`src/design/battery_charge_supervisor_unit_assert.svh`:
```
// Assertion macros shared by the supervisor RTL.
`ifndef BATTERY_CHARGE_SUPERVISOR_UNIT_ASSERT_SVH
`define BATTERY_CHARGE_SUPERVISOR_UNIT_ASSERT_SVH

// Same-cycle implication, checked outside reset.
`define BCS_ASSERT_NOW(label, ante, cons, msg) \
    label: assert property (@(posedge i_clk) disable iff (!i_rst_n) (ante) |-> (cons)) \
        else $error(msg);

// Next-cycle implication, checked outside reset.
`define BCS_ASSERT_NEXT(label, ante, cons, msg) \
    label: assert property (@(posedge i_clk) disable iff (!i_rst_n) (ante) |=> (cons)) \
        else $error(msg);

`endif

```
`src/design/bcs_pkg.sv`:
```
package bcs_pkg;

    localparam int TIME_W = 25;
    localparam int MS_W   = 16;

    localparam logic [TIME_W-1:0] TIME_MAX = {TIME_W{1'b1}};

    // item kinds
    localparam logic [1:0] KIND_TICK = 2'd0;
    localparam logic [1:0] KIND_USB  = 2'd1;
    localparam logic [1:0] KIND_LOAD = 2'd2;

    // charger chip status
    localparam logic [1:0] CHIP_INIT     = 2'd0;
    localparam logic [1:0] CHIP_CHARGING = 2'd1;
    localparam logic [1:0] CHIP_DONE     = 2'd2;
    localparam logic [1:0] CHIP_FAULT    = 2'd3;

    // battery voltage status
    localparam logic [1:0] VOLT_OK   = 2'd0;
    localparam logic [1:0] VOLT_LOW  = 2'd1;
    localparam logic [1:0] VOLT_CRIT = 2'd2;

    // charge states
    localparam logic [2:0] ST_IDLE       = 3'd0;
    localparam logic [2:0] ST_CHARGING   = 3'd1;
    localparam logic [2:0] ST_DONE       = 3'd2;
    localparam logic [2:0] ST_LOW        = 3'd3;
    localparam logic [2:0] ST_CRITICAL   = 3'd4;
    localparam logic [2:0] ST_TEMP_FAULT = 3'd5;
    localparam logic [2:0] ST_CHG_FAULT  = 3'd6;

    // indicator effects
    localparam logic [1:0] IND_OFF   = 2'd0;
    localparam logic [1:0] IND_WHITE = 2'd1;
    localparam logic [1:0] IND_RED   = 2'd2;

    // configuration register indexes
    localparam logic [1:0] CFG_CHARGE_TIMEOUT = 2'd0;
    localparam logic [1:0] CFG_CHARGE_SETTLE  = 2'd1;
    localparam logic [1:0] CFG_BATT_SETTLE    = 2'd2;

    localparam logic [TIME_W-1:0] CHARGE_TIMEOUT_RST = 25'd28800000;
    localparam logic [MS_W-1:0]   CHARGE_SETTLE_RST  = 16'd500;
    localparam logic [MS_W-1:0]   BATT_SETTLE_RST    = 16'd100;

    typedef struct packed {
        logic       fast;
        logic [1:0] ind;
        logic [2:0] st;
    } t_snap;

    typedef struct packed {
        logic              usb_mode;
        logic              load_on;
        logic              out_enabled;
        logic              volt_poll_on;
        logic [MS_W-1:0]   batt_settle_left;
        logic [MS_W-1:0]   chip_settle_left;
        logic              fault_latch;
        logic              timeout_hit;
        logic              charging_on;
        logic [TIME_W-1:0] charge_time;
        t_snap             cur_snap;
        t_snap             last_snap;
        logic              snap_seen;
        logic [1:0]        last_level;
        logic              mode_dirty;
    } t_state;

    typedef struct packed {
        logic  rep;
        logic  volt;
        logic  path;
        t_snap rep_snap;
    } t_flags;

    typedef struct packed {
        t_state s;
        t_flags f;
    } t_work;

    typedef struct packed {
        logic [1:0]      kind;
        logic [MS_W-1:0] elapsed;
        logic            usb;
        logic            load;
        logic            temp_ok;
        logic [1:0]      volt;
        logic [1:0]      chip;
    } t_item;

    typedef struct packed {
        logic [TIME_W-1:0] charge_timeout;
        logic [MS_W-1:0]   charge_settle;
        logic [MS_W-1:0]   batt_settle;
    } t_cfg;

endpackage

```
`src/design/battery_charge_supervisor_unit.sv`:
```
// Flow: an accepted word is held in the input register, passes the state-update step and
// is written to the result register, where it stays valid until the sink takes it.
// Throughput: one word per cycle while the sink keeps m_axis_tready high; the single
// state-update stage between the input register and the result register sets this rate.
// Reset (i_rst_n, synchronous, low): supervisor state cleared, configuration back to
// 28800000 / 500 / 100 ms, both handshake stages emptied.
module battery_charge_supervisor_unit
    import bcs_pkg::*;
(
    input  logic              i_clk,
    input  logic              i_rst_n,

    input  logic              s_axis_tvalid,
    output logic              s_axis_tready,
    // [15:0] elapsed_ms, [16] usb_connected, [17] load_active, [18] temp_ok,
    // [20:19] volt_status, [22:21] chip_status, [23] zero
    input  logic [23:0]       s_axis_tdata,
    // [1:0] kind
    input  logic [1:0]        s_axis_tuser,

    output logic              m_axis_tvalid,
    input  logic              m_axis_tready,
    // [0] usb_mode, [1] charge_enable, [2] fast_charge, [3] battery_out_enable,
    // [6:4] charge_state, [8:7] indicator, [9] status_report, [11:10] volt_level,
    // [12] volt_report, [13] path_ready, [15:14] zero
    output logic [15:0]       m_axis_tdata,

    input  logic              i_cfg_valid,
    output logic              o_cfg_ready,
    input  logic [1:0]        i_cfg_addr,
    input  logic [TIME_W-1:0] i_cfg_data
);

    `include "battery_charge_supervisor_unit_assert.svh"

    logic        r_in_valid;
    logic [1:0]  r_in_kind;
    logic [22:0] r_in_data;
    logic        r_out_valid;
    logic [15:0] r_out_data;
    logic [15:0] n_out_data;
    t_state      r_st;
    t_state      n_st;
    t_cfg        r_cfg;
    t_item       item;
    logic        proc_fire;

    // ---------------------------------------------------------------- helpers

    function automatic logic chip_readable(input t_state s);
        return s.charging_on && (s.chip_settle_left == '0);
    endfunction

    function automatic logic [1:0] chip_read(input t_state s, input t_item it);
        return chip_readable(s) ? it.chip : CHIP_INIT;
    endfunction

    function automatic t_snap build_snapshot(input t_state s, input logic valid,
                                             input logic [1:0] chip, input t_item it);
        logic [2:0] st;
        t_snap      r;
        if (s.fault_latch)                      st = ST_CHG_FAULT;
        else if (!it.temp_ok)                   st = ST_TEMP_FAULT;
        else if (valid && chip == CHIP_FAULT)   st = ST_CHG_FAULT;
        else if (valid && it.volt == VOLT_CRIT) st = ST_CRITICAL;
        else if (valid && chip == CHIP_CHARGING) st = ST_CHARGING;
        else if (valid && chip == CHIP_DONE)    st = ST_DONE;
        else if (valid && it.volt == VOLT_LOW)  st = ST_LOW;
        else if (s.timeout_hit)                 st = ST_DONE;
        else if (s.charging_on)                 st = ST_CHARGING;
        else                                    st = ST_IDLE;
        if (s.timeout_hit && st == ST_CHARGING) st = ST_DONE;
        r.st = st;
        if (st >= ST_CRITICAL)     r.ind = IND_RED;
        else if (st == ST_CHARGING) r.ind = IND_WHITE;
        else                        r.ind = IND_OFF;
        r.fast = !s.load_on;
        return r;
    endfunction

    function automatic t_state update_charge(input t_state s_in, input t_item it,
                                             input t_cfg c);
        t_state     s;
        logic       readable;
        logic [1:0] chip;
        logic       allow;
        logic       was;
        s        = s_in;
        readable = chip_readable(s);
        chip     = chip_read(s, it);
        if (readable && chip == CHIP_FAULT) s.fault_latch = 1'b1;
        allow = it.temp_ok && !s.fault_latch && !s.timeout_hit;
        if (allow && readable) begin
            if (chip == CHIP_DONE || chip == CHIP_FAULT) allow = 1'b0;
            else if (it.volt == VOLT_CRIT)               allow = 1'b0;
        end
        was           = s.charging_on;
        s.charging_on = allow;
        if (allow && !was) s.chip_settle_left = c.charge_settle;
        else if (!allow)   s.chip_settle_left = '0;
        s.cur_snap = build_snapshot(s, chip_readable(s), chip_read(s, it), it);
        return s;
    endfunction

    function automatic t_work evaluate(input t_work w_in);
        t_work w;
        logic  changed;
        w = w_in;
        if (w.s.usb_mode) begin
            changed = !w.s.snap_seen || (w.s.cur_snap[4:0] != w.s.last_snap[4:0]);
            if (changed) begin
                w.f.rep      = 1'b1;
                w.f.rep_snap = w.s.cur_snap;
                w.s.last_snap = w.s.cur_snap;
                w.s.snap_seen = 1'b1;
            end else if (w.s.cur_snap.fast != w.s.last_snap.fast) begin
                // fast flag alone changes silently
                w.s.last_snap = w.s.cur_snap;
                w.s.snap_seen = 1'b1;
            end
        end
        return w;
    endfunction

    function automatic t_work apply_battery(input t_work w_in, input t_cfg c);
        t_work w;
        w = w_in;
        w.s.volt_poll_on = w.s.load_on;
        if (w.s.load_on) begin
            if (!w.s.out_enabled) begin
                w.s.out_enabled      = 1'b1;
                w.s.batt_settle_left = c.batt_settle;
                w.f.path             = 1'b1;
            end
        end else begin
            w.s.batt_settle_left = '0;
            w.s.out_enabled      = 1'b0;
        end
        return w;
    endfunction

    function automatic t_work apply_usb(input t_work w_in, input t_item it, input t_cfg c);
        t_work w;
        w = w_in;
        w.s.out_enabled      = 1'b0;
        w.s.batt_settle_left = '0;
        w.s.volt_poll_on     = 1'b0;
        w.s                  = update_charge(w.s, it, c);
        w                    = evaluate(w);
        w.f.path             = 1'b1;
        return w;
    endfunction

    function automatic t_work clear_indicator(input t_work w_in);
        t_work w;
        w = w_in;
        if (w.s.snap_seen) begin
            w.f.rep      = 1'b1;
            w.f.rep_snap = '0;
        end
        w.s.last_snap        = '0;
        w.s.snap_seen        = 1'b0;
        w.s.cur_snap         = '0;
        w.s.fault_latch      = 1'b0;
        w.s.chip_settle_left = '0;
        w.s.charge_time      = '0;
        w.s.timeout_hit      = 1'b0;
        return w;
    endfunction

    function automatic t_work poll_battery(input t_work w_in, input t_item it);
        t_work      w;
        logic [1:0] level;
        w = w_in;
        if (it.volt == VOLT_CRIT)     level = VOLT_CRIT;
        else if (it.volt == VOLT_LOW) level = VOLT_LOW;
        else                          level = VOLT_OK;
        if (!w.s.usb_mode && level != w.s.last_level) begin
            w.s.last_level = level;
            w.f.volt       = 1'b1;
            if (level == VOLT_CRIT) begin
                w.s.out_enabled  = 1'b0;
                w.s.volt_poll_on = 1'b0;
            end
        end
        return w;
    endfunction

    function automatic t_state charge_timer(input t_state s_in, input t_item it,
                                            input t_cfg c);
        t_state        s;
        logic [1:0]    chip;
        logic [TIME_W:0] sum;
        s    = s_in;
        chip = chip_read(s, it);
        sum  = {1'b0, s.charge_time} + (TIME_W+1)'(it.elapsed);
        if (!s.usb_mode) begin
            s.charge_time = '0;
            s.timeout_hit = 1'b0;
        end else if (!s.timeout_hit && s.charging_on) begin
            if (chip == CHIP_DONE) begin
                s.charge_time = '0;
                s.timeout_hit = 1'b0;
            end else if (chip != CHIP_FAULT) begin
                // saturate at full scale
                if (sum[TIME_W]) s.charge_time = TIME_MAX;
                else             s.charge_time = sum[TIME_W-1:0];
                if (s.charge_time >= c.charge_timeout) s.timeout_hit = 1'b1;
            end
        end
        return s;
    endfunction

    function automatic logic [MS_W-1:0] count_down(input logic [MS_W-1:0] left,
                                                   input logic [MS_W-1:0] elapsed);
        return (elapsed >= left) ? '0 : left - elapsed;
    endfunction

    // ---------------------------------------------------------------- handshake

    assign proc_fire     = r_in_valid && (!r_out_valid || m_axis_tready);
    assign s_axis_tready = !r_in_valid || proc_fire;
    assign m_axis_tvalid = r_out_valid;
    assign m_axis_tdata  = r_out_data;
    assign o_cfg_ready   = 1'b1;

    assign item.kind    = r_in_kind;
    assign item.elapsed = r_in_data[15:0];
    assign item.usb     = r_in_data[16];
    assign item.load    = r_in_data[17];
    assign item.temp_ok = r_in_data[18];
    assign item.volt    = r_in_data[20:19];
    assign item.chip    = r_in_data[22:21];

    // ---------------------------------------------------------------- item step

    always_comb begin
        t_work w;
        t_snap shown;
        w.s = r_st;
        w.f = '0;
        case (item.kind)
            KIND_TICK: begin
                if (w.s.mode_dirty) begin
                    w.s.mode_dirty = 1'b0;
                    if (w.s.usb_mode) w = apply_usb(w, item, r_cfg);
                    else              w = apply_battery(w, r_cfg);
                end
                if (!w.s.usb_mode) begin
                    w.s.batt_settle_left = count_down(w.s.batt_settle_left, item.elapsed);
                    if (w.s.volt_poll_on && w.s.batt_settle_left == '0)
                        w = poll_battery(w, item);
                    w = apply_battery(w, r_cfg);
                end
                if (w.s.usb_mode) begin
                    w.s.chip_settle_left = count_down(w.s.chip_settle_left, item.elapsed);
                    w.s = charge_timer(w.s, item, r_cfg);
                    w.s = update_charge(w.s, item, r_cfg);
                    w   = evaluate(w);
                end
            end
            KIND_USB: begin
                if (item.usb) begin
                    w.s.usb_mode         = 1'b1;
                    w.s.fault_latch      = 1'b0;
                    w.s.chip_settle_left = r_cfg.charge_settle;
                    w.s.out_enabled      = 1'b0;
                    w = apply_usb(w, item, r_cfg);
                end else begin
                    w.s.usb_mode         = 1'b0;
                    w.s.fault_latch      = 1'b0;
                    w.s.chip_settle_left = '0;
                    w.s.charging_on      = 1'b0;
                    w = clear_indicator(w);
                    w = apply_battery(w, r_cfg);
                end
                w.s.mode_dirty = 1'b1;
            end
            KIND_LOAD: begin
                if (w.s.load_on != item.load) begin
                    w.s.load_on = item.load;
                    if (!w.s.usb_mode) begin
                        w = apply_battery(w, r_cfg);
                    end else begin
                        w.s = update_charge(w.s, item, r_cfg);
                        w   = evaluate(w);
                    end
                end
            end
            default: ;
        endcase

        shown = w.f.rep ? w.f.rep_snap : w.s.cur_snap;
        n_st  = w.s;
        n_out_data = {2'b00, w.f.path, w.f.volt, w.s.last_level, w.f.rep, shown.ind,
                      shown.st, w.s.out_enabled, w.s.charging_on && !w.s.load_on,
                      w.s.charging_on, w.s.usb_mode};
    end

    // ---------------------------------------------------------------- registers

    always_ff @(posedge i_clk) begin
        if (!i_rst_n) begin
            r_in_valid  <= 1'b0;
            r_out_valid <= 1'b0;
            r_st        <= '0;
            r_cfg.charge_timeout <= CHARGE_TIMEOUT_RST;
            r_cfg.charge_settle  <= CHARGE_SETTLE_RST;
            r_cfg.batt_settle    <= BATT_SETTLE_RST;
        end else begin
            if (s_axis_tready) r_in_valid <= s_axis_tvalid;
            // hold a finished word until the sink takes it
            if (proc_fire)          r_out_valid <= 1'b1;
            else if (m_axis_tready) r_out_valid <= 1'b0;
            if (proc_fire) r_st <= n_st;
            if (i_cfg_valid) begin
                case (i_cfg_addr)
                    CFG_CHARGE_TIMEOUT: r_cfg.charge_timeout <= i_cfg_data;
                    CFG_CHARGE_SETTLE:  r_cfg.charge_settle  <= i_cfg_data[MS_W-1:0];
                    CFG_BATT_SETTLE:    r_cfg.batt_settle    <= i_cfg_data[MS_W-1:0];
                    default: ;
                endcase
            end
        end
    end

    always_ff @(posedge i_clk) begin
        if (s_axis_tvalid && s_axis_tready) begin
            r_in_kind <= s_axis_tuser;
            r_in_data <= s_axis_tdata[22:0];
        end
        if (proc_fire) r_out_data <= n_out_data;
    end

    // ---------------------------------------------------------------- checks

    `BCS_ASSERT_NOW(a_usb_no_batt_out, r_st.usb_mode, !r_st.out_enabled,
        "battery output enabled in usb mode")
    `BCS_ASSERT_NOW(a_charge_needs_usb, r_st.charging_on, r_st.usb_mode,
        "charging enabled in battery mode")
    `BCS_ASSERT_NOW(a_timeout_stops_charge, r_st.timeout_hit, !r_st.charging_on,
        "charging still enabled after timeout")
    `BCS_ASSERT_NOW(a_poll_needs_load, r_st.volt_poll_on, r_st.load_on,
        "voltage polling active with load off")
    `BCS_ASSERT_NEXT(a_step_gives_result, proc_fire, r_out_valid,
        "processed word produced no result")

endmodule
```
`config.mk`:
```
export PLATFORM = sky130hd
export DESIGN_NAME = battery_charge_supervisor_unit
export DESIGN_NICKNAME = d
export VERILOG_FILES = /design/src/design/bcs_pkg.sv /design/src/design/battery_charge_supervisor_unit.sv
export VERILOG_INCLUDE_DIRS = /design/src /design/src/design
export SDC_FILE = /design/constraint.sdc
export NUM_CORES = 1
export LEC_CHECK = 0
export ABC_CLOCK_PERIOD_IN_PS = 8340
export BUFFER_PORTS_ARGS = -buffer_cell sky130_fd_sc_hd__buf_2
export CORE_MARGIN = 8
export CORE_UTILIZATION = 36
export DETAILED_ROUTE_END_ITERATION = 12
export GPL_TIMING_DRIVEN = 0
export PLACE_DENSITY = 0.58
export RECOVER_POWER = 100
export SYNTH_ARGS = -nofsm -noshare
export SYNTH_HDL_FRONTEND = slang
export SYNTH_SLANG_ARGS = --single-unit
```
`constraint.sdc`:
```
create_clock -name i_clk -period 8.34 [get_ports i_clk]
set_input_delay 1.251 -clock i_clk [delete_from_list [all_inputs] [get_ports i_clk]]
set_output_delay 1.251 -clock i_clk [all_outputs]
set_load 0.005 [all_outputs]
```
== After elaboration in Yosys (flattened, before gate mapping) ==
Index checks and enable logic that the tools add are counted.

* $add $sub $neg: 3
* Equality and inequality tests: 49
* Magnitude comparators: 7
* Multiplexer cells: 209
* Bitwise logic cells: 1
* Reduce and logical (&&, ||, !) cells: 104

{| class="wikitable"
|+ Operators with widths
! operator !! number
|-
| 2-to-1 mux 89 bit || 11
|-
| 2-to-1 mux 16 bit || 25
|-
| case mux 89 bit (3 select lines) || 1
|-
| 2-to-1 mux 25 bit || 9
|-
| logical NOT 16 bit || 8
|-
| 2-to-1 mux 3 bit || 40
|-
| 2-to-1 mux 2 bit || 44
|-
| 2-to-1 mux 87 bit || 1
|-
| 2-to-1 mux 1 bit || 65
|-
| logical AND 1 bit || 56
|-
| 2-to-1 mux 7 bit || 8
|-
| equality test 2 bit, second input constant || 18
|-
| >= comparator 16 bit || 2
|-
| subtractor 16 bit || 2
|-
| adder 25 x 16 -> 26 bit || 1
|-
| >= comparator 25 bit || 1
|-
| equality test 3 x 1 -> 1 bit, second input constant || 8
|-
| 2-to-1 mux 6 bit || 4
|-
| inequality test 5 bit || 4
|-
| logical NOT 1 bit || 18
|-
| equality test 2 x 1 -> 1 bit, second input constant || 7
|-
| >= comparator 3 bit, second input constant || 4
|-
| AND reduction 4 bit || 3
|-
| inequality test 2 bit, second input constant || 5
|-
| 13 further kinds || 28
|}

* Register bits after elaboration: 178
* Bits of input ports: 58
* Output and inout bits: 19

== Longest topological paths before layout ==
Gate-level depths: netlist of the first run.

* Depth in word-level cells: 131
* Mapped depth: 30
* Gate-level depth less buffers: 30

== Least setup slack after synthesis of the first run ==
Ideal clock, no wire load.

* Path kind: flip-flop to flip-flop
* Start: reg r_in_data[0]
* End: reg r_st[6] (netlist bit)
* Library setup time: 0.141 ns
* Path slack: 2.107 ns
* Data arrival time: 6.092 ns
* Path buffers: 0
* Stages on the path, launching flop included: 31
* Path through: edfxtp_1 -> ha_1 -> inv_1 -> fa_1 -> nor2b_1 -> o21ai_0 -> a21boi_0 -> o21ai_0 -> a21boi_0 -> o21ai_0 -> a21oi_1 -> o41ai_1 -> o211ai_1 -> a31oi_1 -> nor3_1 -> xnor2_1 -> nand2_1 -> ha_1 -> a21o_1 -> a21o_1 -> a211oi_1 -> nand2_1 -> o311ai_0 -> a21oi_1 -> or3_1 -> and2_1 -> a211oi_2 -> xor2_1 -> o211ai_2 -> o41ai_1 -> a2111oi_0

* Longest elaborated chain between the ends: 53
* Elaborated cells between the ends (all ways): 82

{| class="wikitable"
|+ RTL lines
! item !! RTL line !! source
|-
| start: declaration || battery_charge_supervisor_unit.sv:38 || <nowiki>logic [22:0] r_in_data;</nowiki>
|-
| start signal: assignment || battery_charge_supervisor_unit.sv:330 || <nowiki>r_in_data <= s_axis_tdata[22:0];</nowiki>
|-
| adder 25 x 16 -> 26 bit || battery_charge_supervisor_unit.sv:196 || <nowiki>sum = {1'b0, s.charge_time} + (TIME_W+1)'(it.elapsed);</nowiki>
|-
| 2-to-1 mux 25 bit || battery_charge_supervisor_unit.sv:206 || <nowiki>if (sum[TIME_W]) s.charge_time = TIME_MAX;</nowiki>
|-
| 2-to-1 mux 25 bit || battery_charge_supervisor_unit.sv:204 || <nowiki>end else if (chip != CHIP_FAULT) begin</nowiki>
|-
| 2-to-1 mux 25 bit || battery_charge_supervisor_unit.sv:201 || <nowiki>if (chip == CHIP_DONE) begin</nowiki>
|-
| 2-to-1 mux 25 bit || battery_charge_supervisor_unit.sv:200 || <nowiki>end else if (!s.timeout_hit && s.charging_on) begin</nowiki>
|-
| 2-to-1 mux 25 bit || battery_charge_supervisor_unit.sv:255 || <nowiki>if (w.s.usb_mode) begin</nowiki>
|-
| 2-to-1 mux 25 bit || battery_charge_supervisor_unit.sv:242 || <nowiki>case (item.kind)</nowiki>
|-
| >= comparator 25 bit || battery_charge_supervisor_unit.sv:208 || <nowiki>if (s.charge_time >= c.charge_timeout) s.timeout_hit = 1'b1;</nowiki>
|-
| [31 not listed] || -- ||
|-
| logical AND 1 bit || battery_charge_supervisor_unit.sv:72 || <nowiki>if (s.timeout_hit && st == ST_CHARGING) st = ST_DONE;</nowiki>
|-
| 2-to-1 mux 3 bit * || battery_charge_supervisor_unit.sv:72 ||
|-
| 2-to-1 mux 3 bit * || battery_charge_supervisor_unit.sv:255 ||
|-
| 2-to-1 mux 3 bit * || battery_charge_supervisor_unit.sv:242 ||
|-
| parallel branches: the longest is 7 deep, another holds >= comparator 3 bit || -- ||
|-
| 2-to-1 mux 7 bit * || battery_charge_supervisor_unit.sv:111 || <nowiki>if (changed) begin</nowiki>
|-
| 2-to-1 mux 89 bit * || battery_charge_supervisor_unit.sv:255 ||
|-
| case mux 89 bit (3 select lines) * || battery_charge_supervisor_unit.sv:242 ||
|-
| end signal: assignment || battery_charge_supervisor_unit.sv:315 || <nowiki>if (proc_fire) r_st <= n_st;</nowiki>
|-
| end: declaration || battery_charge_supervisor_unit.sv:42 || <nowiki>t_state r_st;</nowiki>
|}

Mark *: on every way between the ends. The select of a mux whose other input is x is not followed.
A chain may end at the register's enable or synchronous reset.

== Worst setup path after layout of the first run ==
* Start: reg r_in_data[0]
* End: reg r_st[8] (netlist bit)

Same word-level chain as after synthesis.

==> flow_summary_export.csv, run 1 <==
group,metric,value,unit
floorplanning,ios,77,
yosys,post_synth_mux_area_share,0.0209,
floorplanning,die_w,200,um
floorplanning,start_util,0.364,
critical_path,critical-path-top-delay-family,"compound AO/OA/AOI/OAI gates",
cells_and_area,n_fill_cell,3490,
global_route,grt_max_degree,26,
yosys,synth-seq-area-share,0.323,
status,outcome,"finished, violations left",
cts,path_clk_slew,70,ps
routing,avgRoutedWirePerCell,20.4,um
yosys,netlist_area,12200,sq um
cts,htree_levels,4,
critical_path,crit_slowest_cell,"o311ai_2",
yosys,synth-adder-area-share,0.0819,
cells_and_area,syn2layout_area_growth,12.5,%
routing,drt_iter0_drc,1153,
floorplanning,design.die.area,40000,sq um
yosys,avgSynthCellArea,7.92,sq um
yosys,async_reset_ff_frac,0,
yosys,synth_area_leaders,"dfxtp_1 (23%), edfxtp_1 (9.6%), ha_1 (7.7%)",
sta,period_share,0.931,
sta,setup_viol_count_final,0,
critical_path,crit_required,8670,ps
cells_and_area,nets,1769,
run,cap_viol_max_count,1,
cts,cts_buffers,17,
critical_path,cp-end-kind,"flip-flop",
global_route,grt_antenna_before_repair,0,
routing,dr.pass1.iters,5,
global_route,grt_overflow,0,
power_and_ir_drop,ir_drop,0.157,mV
sta,skew,20.6,ps
critical_path,cp.arrival,8100,ps
yosys,yosysTopAreaCell,"dfxtp_1",
placed_design,port_buffers,72,
floorplanning,die_h,200,um
status,violations,"max-capacitance violations, max-slew violations",
cells_and_area,multiInputGateArea,7700,sq um
min_path,hold_path.class,"reg2reg",
global_route,grtUsageTotal,0.212,
cts,cts_setup_buffers,0,
sta,hold_viol,0,
floorplanning,core.rowCount,67,
global_route,grt_pass1_wl,65.5,mm
cts,cts_root_buf,"clkbuf_16",
yosys,synthXorXnorAreaFrac,0.0316,
cts,holdBufCountCts,0,
yosys,synth-simple-area-share,0.218,
cts,cts_sinks,177,
routing,drtAntennaViolNets,0,
sta,slew_headroom,-0.533,
placed_design,dp_hpwl,33.0,mm
routing,num_vias,12154,
yosys,syn_inst,1539,
yosys,synth_cell_type_count,87,
sta,slew_violations,26,
sta,period_needed,7770,ps
critical_path,criticalPathCategory,"reg2reg",
cts,clk-insertion-delay-late,470,ps
yosys,synth_top_area_frac,0.227,
routing,avgViaCountPerCell,5.80,
sta,worst_slew_pin_slew,2300,ps
routing,drc,0,
yosys,synth-compound-area-share,0.275,
sta,tns,0,ps
floorplanning,core,33400,sq um
critical_path,startpoint_type,"flip-flop",
critical_path,crit_buf_inv,1,
routing,wl,42.7,mm
yosys,synth_flop_cell,"dfxtp_1",
yosys,synth_seq_cells,177,
power_and_ir_drop,power_per_cell_area,152,nW/um^2
cells_and_area,ff_latch_area,3930,sq um
critical_path,slowest_delay,570,ps
power_and_ir_drop,p_leak,5.37,nW
sta,max_freq,129,MHz
cells_and_area,drive_gt1_frac,0.0875,
yosys,synth_edf_count,39,
power_and_ir_drop,finalPower,2.08,mW
placed_design,gp_congestion,0.927,
global_route,grt_pass1_vias,11739,
critical_path,path_max_fanout,8,
cts,cts_tree,"yes",
yosys,yosys_warnings,0,
critical_path,crit_top_cell,"o21ai_0",
cts,cts.path.max_buffers,2,
yosys,synth_top_family_by_area,"compound AO/OA/AOI/OAI gates",
cells_and_area,num_antenna_cells,0,
## report_power, final
part	switching [mW]	internal (mW)	total (mW)
Combinational	0.222	0.120	0.341
Sequential	0.0264	0.909	0.935
Clock	0.402	0.401	0.803
Total	0.650	1.43	2.08
## sequential cells by signal, summed over array words and instances (netlist names)
| signal | flops |
|---|---|
| r_st | 79 |
| r_cfg | 57 |
| m_axis_tdata | 14 |
| r_in_valid | 1 |
| m_axis_tvalid | 1 |
| r_in_data | 23 |
| r_in_kind | 2 |
## layout make-up
class,instances,share of cell area
Clock inverter,13,0.00849
Timing Repair Buffer,74,0.0256
Buffer,79,0.0236
Clock buffer,19,0.0323
Tap cell,448,0.0409
Inverter,75,0.0205
Multi-Input combinational cell,1209,0.562
Sequential cell,177,0.287
## synth_stat cells (all sizes together), types with 9 or more instances
cell type / number
nand2: 220
dfxtp: 138
nor2: 135
a21oi: 130
o21ai: 93
ha: 75
inv: 73
clkbuf: 70
edfxtp: 39
nand3: 38
nor3: 38
a22oi: 33
a22o: 32
o211ai: 32
xnor2: 25
mux2i: 21
nand2b: 21
and2: 20
nor2b: 20
a21o: 19
xor2: 19
nor4: 16
nand4: 13
o21a: 13
and3: 12
or2: 12
a31oi: 11
a211oi: 10
a32oi: 9
buf: 9
## layer usage
layer | routed length (um) | part of all wire | GRT usage
met5 | 0 | 0 | 0
met2 | 19600 | 0.46 | 0.343
met4 | 1890 | 0.044 | 0.103
met3 | 2510 | 0.059 | 0.0327
met1 | 18700 | 0.44 | 0.274
## path summary, 6_finish.rpt
check / start / end / slack (ps) / depth (start not counted)
min reg2reg: r_cfg[41] / r_cfg[41] / 460 / 2
max reg2reg: r_in_data[0] / r_st[8] / 570 / 30
max: r_in_data[0] / r_st[8] / 570 / 30
min: r_cfg[41] / r_cfg[41] / 460 / 2
## worst register-to-register path: cells and delay by family, from the launching register on
kind | cells | cell delay (ps)
AOI/OAI and AO/OA | 18 | 4910
adders and majority gates | 3 | 760
buffers and inverters | 1 | 70
DFF | 1 | 520
and+or+nand+nor | 6 | 990
xor gates and xnor gates | 2 | 380
## placed cells by master (no fill, tap or decap), types with 8 or more instances in the layout
cell type / netlist / layout
o21ai_0: 89 / 91
a21o_1: 17 / 17
nor4_1: 15 / 15
nand3_1: 38 / 38
buf_2: 1 / 59
ha_1: 75 / 75
a211oi_1: 9 / 8
nand2_1: 220 / 220
a31oi_1: 10 / 9
nor2b_1: 20 / 20
nor3_1: 38 / 36
and3_1: 11 / 11
a32oi_1: 9 / 9
o31ai_1: 8 / 8
nand2b_1: 21 / 21
xor2_1: 19 / 19
clkbuf_1: 70 / 88
o21a_1: 13 / 13
and2_1: 20 / 18
inv_1: 72 / 73
edfxtp_1: 39 / 39
a22oi_1: 33 / 33
a21oi_1: 129 / 129
xnor2_1: 25 / 25
nor2_1: 135 / 135
or2_2: 12 / 12
o211ai_1: 31 / 31
clkbuf_16: 0 / 17
nand4_1: 13 / 13
dfxtp_1: 138 / 138
a22o_1: 32 / 32
mux2i_1: 21 / 21
## timing repair
action	CTS	global route
setup endpoints to repair	18	21
gates resized for setup	2	7
hold endpoints to repair	0	0
## metrics by stage
| step | cells | cell area (sq um) | setup slack (ps) | hold WS [ps] | util |
|---|---|---|---|---|---|
| 4_1_cts | 2094 | 13700 | 51.2 | 461 | 0.409 |
| 3_5_place_dp | 2062 | 13100 | -290 | 451 | 0.393 |
| 6_report | 2094 | 13700 | 575 | 458 | 0.410 |
| 3_3_place_gp | 2060 | 13100 | -219 | 446 | 0.392 |
| 5_1_grt | 2094 | 13700 | -78.4 | 479 | 0.410 |
| 2_1_floorplan | 1540 | 12200 | 2110 | 436 | - |
## cells by family (layout without fill, tap and decap cells)
group | after synthesis | after routing
AO/OA/AOI/OAI | 487 | 487
XOR/XNOR | 44 | 44
adder cells (fa/ha/maj) | 78 | 78
buffers and inverters | 154 | 260
flip-flops | 177 | 177
multiplexers | 25 | 25
other | 2 | 3
AND/OR/NAND/NOR | 572 | 572
No activity file was read; power rests on OpenSTA's default activity.
==> inputs of run 2 (changes only) <==
--- a/config.mk
+++ b/config.mk
@@ -9,10 +9,10 @@
 export ABC_CLOCK_PERIOD_IN_PS = 8340
 export BUFFER_PORTS_ARGS = -buffer_cell sky130_fd_sc_hd__buf_2
 export CORE_MARGIN = 8
-export CORE_UTILIZATION = 36
+export CORE_UTILIZATION = 45
 export DETAILED_ROUTE_END_ITERATION = 12
 export GPL_TIMING_DRIVEN = 0
-export PLACE_DENSITY = 0.58
+export PLACE_DENSITY = 0.68
 export RECOVER_POWER = 100
 export SYNTH_ARGS = -nofsm -noshare
 export SYNTH_HDL_FRONTEND = slang
==> flow_summary_export.csv, run 2 (same netlist as run 1, synthesis figures left out) <==
group,metric,value,unit
cells_and_area,largest_reg_flops,79,
critical_path,cp.arrival,8240,ps
sta,rsz0062_at_grt,"no",
cells_and_area,largest-register,"r_st",
global_route,grt_max_degree,26,
routing,avgViaCountPerCell,6.18,
run,cap_viol_max_count,1,
status,outcome,"finished, violations left",
sta,hold_viol,0,
critical_path,criticalPathCategory,"reg2reg",
power_and_ir_drop,p_leak,5.35,nW
status,violations,"max-capacitance violations, max-slew violations",
sta,max_freq,126,MHz
power_and_ir_drop,power_per_cell_area,152,nW/um^2
sta,skew,15.9,ps
sta,setup_viol_count_final,0,
cells_and_area,nets,1768,
sta,slew_headroom,-0.556,
placed_design,port_buffers,72,
cts,htree_levels,4,
cells_and_area,fin_area,13500,sq um
min_path,hold_path.class,"reg2reg",
power_and_ir_drop,ir_drop,0.128,mV
routing,drtAntennaViolNets,0,
critical_path,crit_required,8650,ps
floorplanning,start_util,0.455,
cts,cts_root_buf,"clkbuf_16",
placed_design,gp_congestion,1.03,
global_route,grt_overflow,0,
sta,slew_violations,26,
routing,dr.pass1.iters,6,
routing,drc,0,
min_path,min_to,"r_cfg[41]",
critical_path,r2r-start,"r_in_data[1]",
global_route,grtUsageTotal,0.240,
cells_and_area,syn2layout_area_growth,11.2,%
floorplanning,die_h,181,um
min_path,holdPathStages,2,
critical_path,startpoint_type,"flip-flop",
min_path,hold_start,"r_cfg[41]",
cells_and_area,final_cell_mix,"nand2_1 (220), dfxtp_1 (138), nor2_1 (135)",
cells_and_area,drive_gt1_frac,0.0851,
placed_design,placed_area,13000,sq um
global_route,grt_pass1_vias,11630,
cts,cts.path.max_buffers,2,
cells_and_area,reg.largest.list,"r_st x79, r_cfg x57, r_in_data x23",
critical_path,cp-end-kind,"flip-flop",
critical_path,reg2reg_to,"r_st[8]",
placed_design,dp_hpwl,31.3,mm
cells_and_area,num_antenna_cells,0,
cts,clk-insertion-delay-late,450,ps
routing,drt_iter0_drc,1370,
routing,wl,40.6,mm
cts,cts_setup_buffers,0,
critical_path,path_max_fanout,10,
sta,period_share,0.950,
floorplanning,design.die.area,32600,sq um
critical_path,r2r_cells,26,
floorplanning,die_w,181,um
sta,period_needed,7920,ps
global_route,grt_antenna_before_repair,0,
floorplanning,core.rowCount,60,
floorplanning,ios,77,
cts,cts_tree,"yes",
cells_and_area,mostFrequentLayoutCell,"nand2_1",
routing,avgRoutedWirePerCell,20.5,um
sta,worst_slew_pin_slew,2330,ps
cts,path_clk_slew,70,ps
cts,cts_buffers,17,
power_and_ir_drop,finalPower,2.06,mW
routing,num_vias,12265,
cts,cts_sinks,177,
floorplanning,core,26800,sq um
critical_path,r2r_setup_slack,420,ps
global_route,grt_pass1_wl,62.5,mm
-- run 2: critical path, stage by stage, from the launching register on --
cell       delay, ps
edfxtp_1         520
ha_1             340
a21o_1           110
a21oi_1           90
o21ai_0          190
a21oi_1          120
nand2b_1         150
a21boi_0         290
o31a_1           240
o211ai_1         150
and3_1           250
a211oi_1        1010
nand4_1          280
mux2_2           360
ha_1             290
a21o_1           160
a211oi_1         430
nand2_1          130
o311ai_2         480
a21oi_1          250
or3_1            390
and2_0           210
a211oi_2         290
xor2_1           190
o211ai_2         230
o41ai_1          450
a2111oi_0        160
-- run 2: metal layers --
layer / track usage / vias to the layer above / part of all wire
met5: 0 / - / 0
met4: 0.125 / 0 / 0.047
met3: 0.0452 / 109 / 0.081
met2: 0.399 / 611 / 0.46
met1: 0.293 / 5726 / 0.41
li1: - / 5819 / -
-- run 2: worst max path at each step --
stage	startpoint	to	slack, ps	cells after the start
6_report	r_in_data[1]	r_st[8]	420	26
3_5_place_dp	r_in_data[1]	r_st[8]	-30	28
5_1_grt	r_in_data[1]	r_st[6]	10	26
3_3_place_gp	r_in_data[1]	r_st[6]	140	28
2_1_floorplan	r_in_data[0]	r_st[6]	2110	30
4_1_cts	r_in_data[0]	r_st[8]	150	29
-- run 2: power by group --
group	switching [mW]	leakage [nW]	internal (mW)
clock	0.387	0.277	0.402
sequential	0.0258	1.50	0.909
combinational	0.220	3.57	0.119
total	0.633	5.35	1.43
-- run 2: through the flow --
| step | std cells | utilization | setup slack (ps) | TNS (ps) | hold WS [ps] |
|---|---|---|---|---|---|
| floorplan | 1540 | - | 2110 | 0 | 436 |
| global placement | 1953 | 0.484 | 144 | 0 | 443 |
| detailed placement | 1953 | 0.484 | -30.9 | -46.4 | 448 |
| CTS | 1985 | 0.505 | 153 | 0 | 458 |
| global route | 1986 | 0.506 | 13.5 | 0 | 474 |
| finish | 1986 | 0.506 | 416 | 0 | 459 |
-- run 2: final cells by class --
cell class	instances	area [sq um]
Buffer	79	324
Clock buffer	19	443
Clock inverter	13	121
Fill cell	2577	13300
Inverter	75	282
Multi-Input combinational cell	1209	7670
Sequential cell	177	3930
Tap cell	341	427
Timing Repair Buffer	73	343
-- run 2: repair_timing --
item | CTS | global route
setup endpoints to repair | 3 | 20
hold buffers | 0 | 0
gates resized for setup | 1 | 7
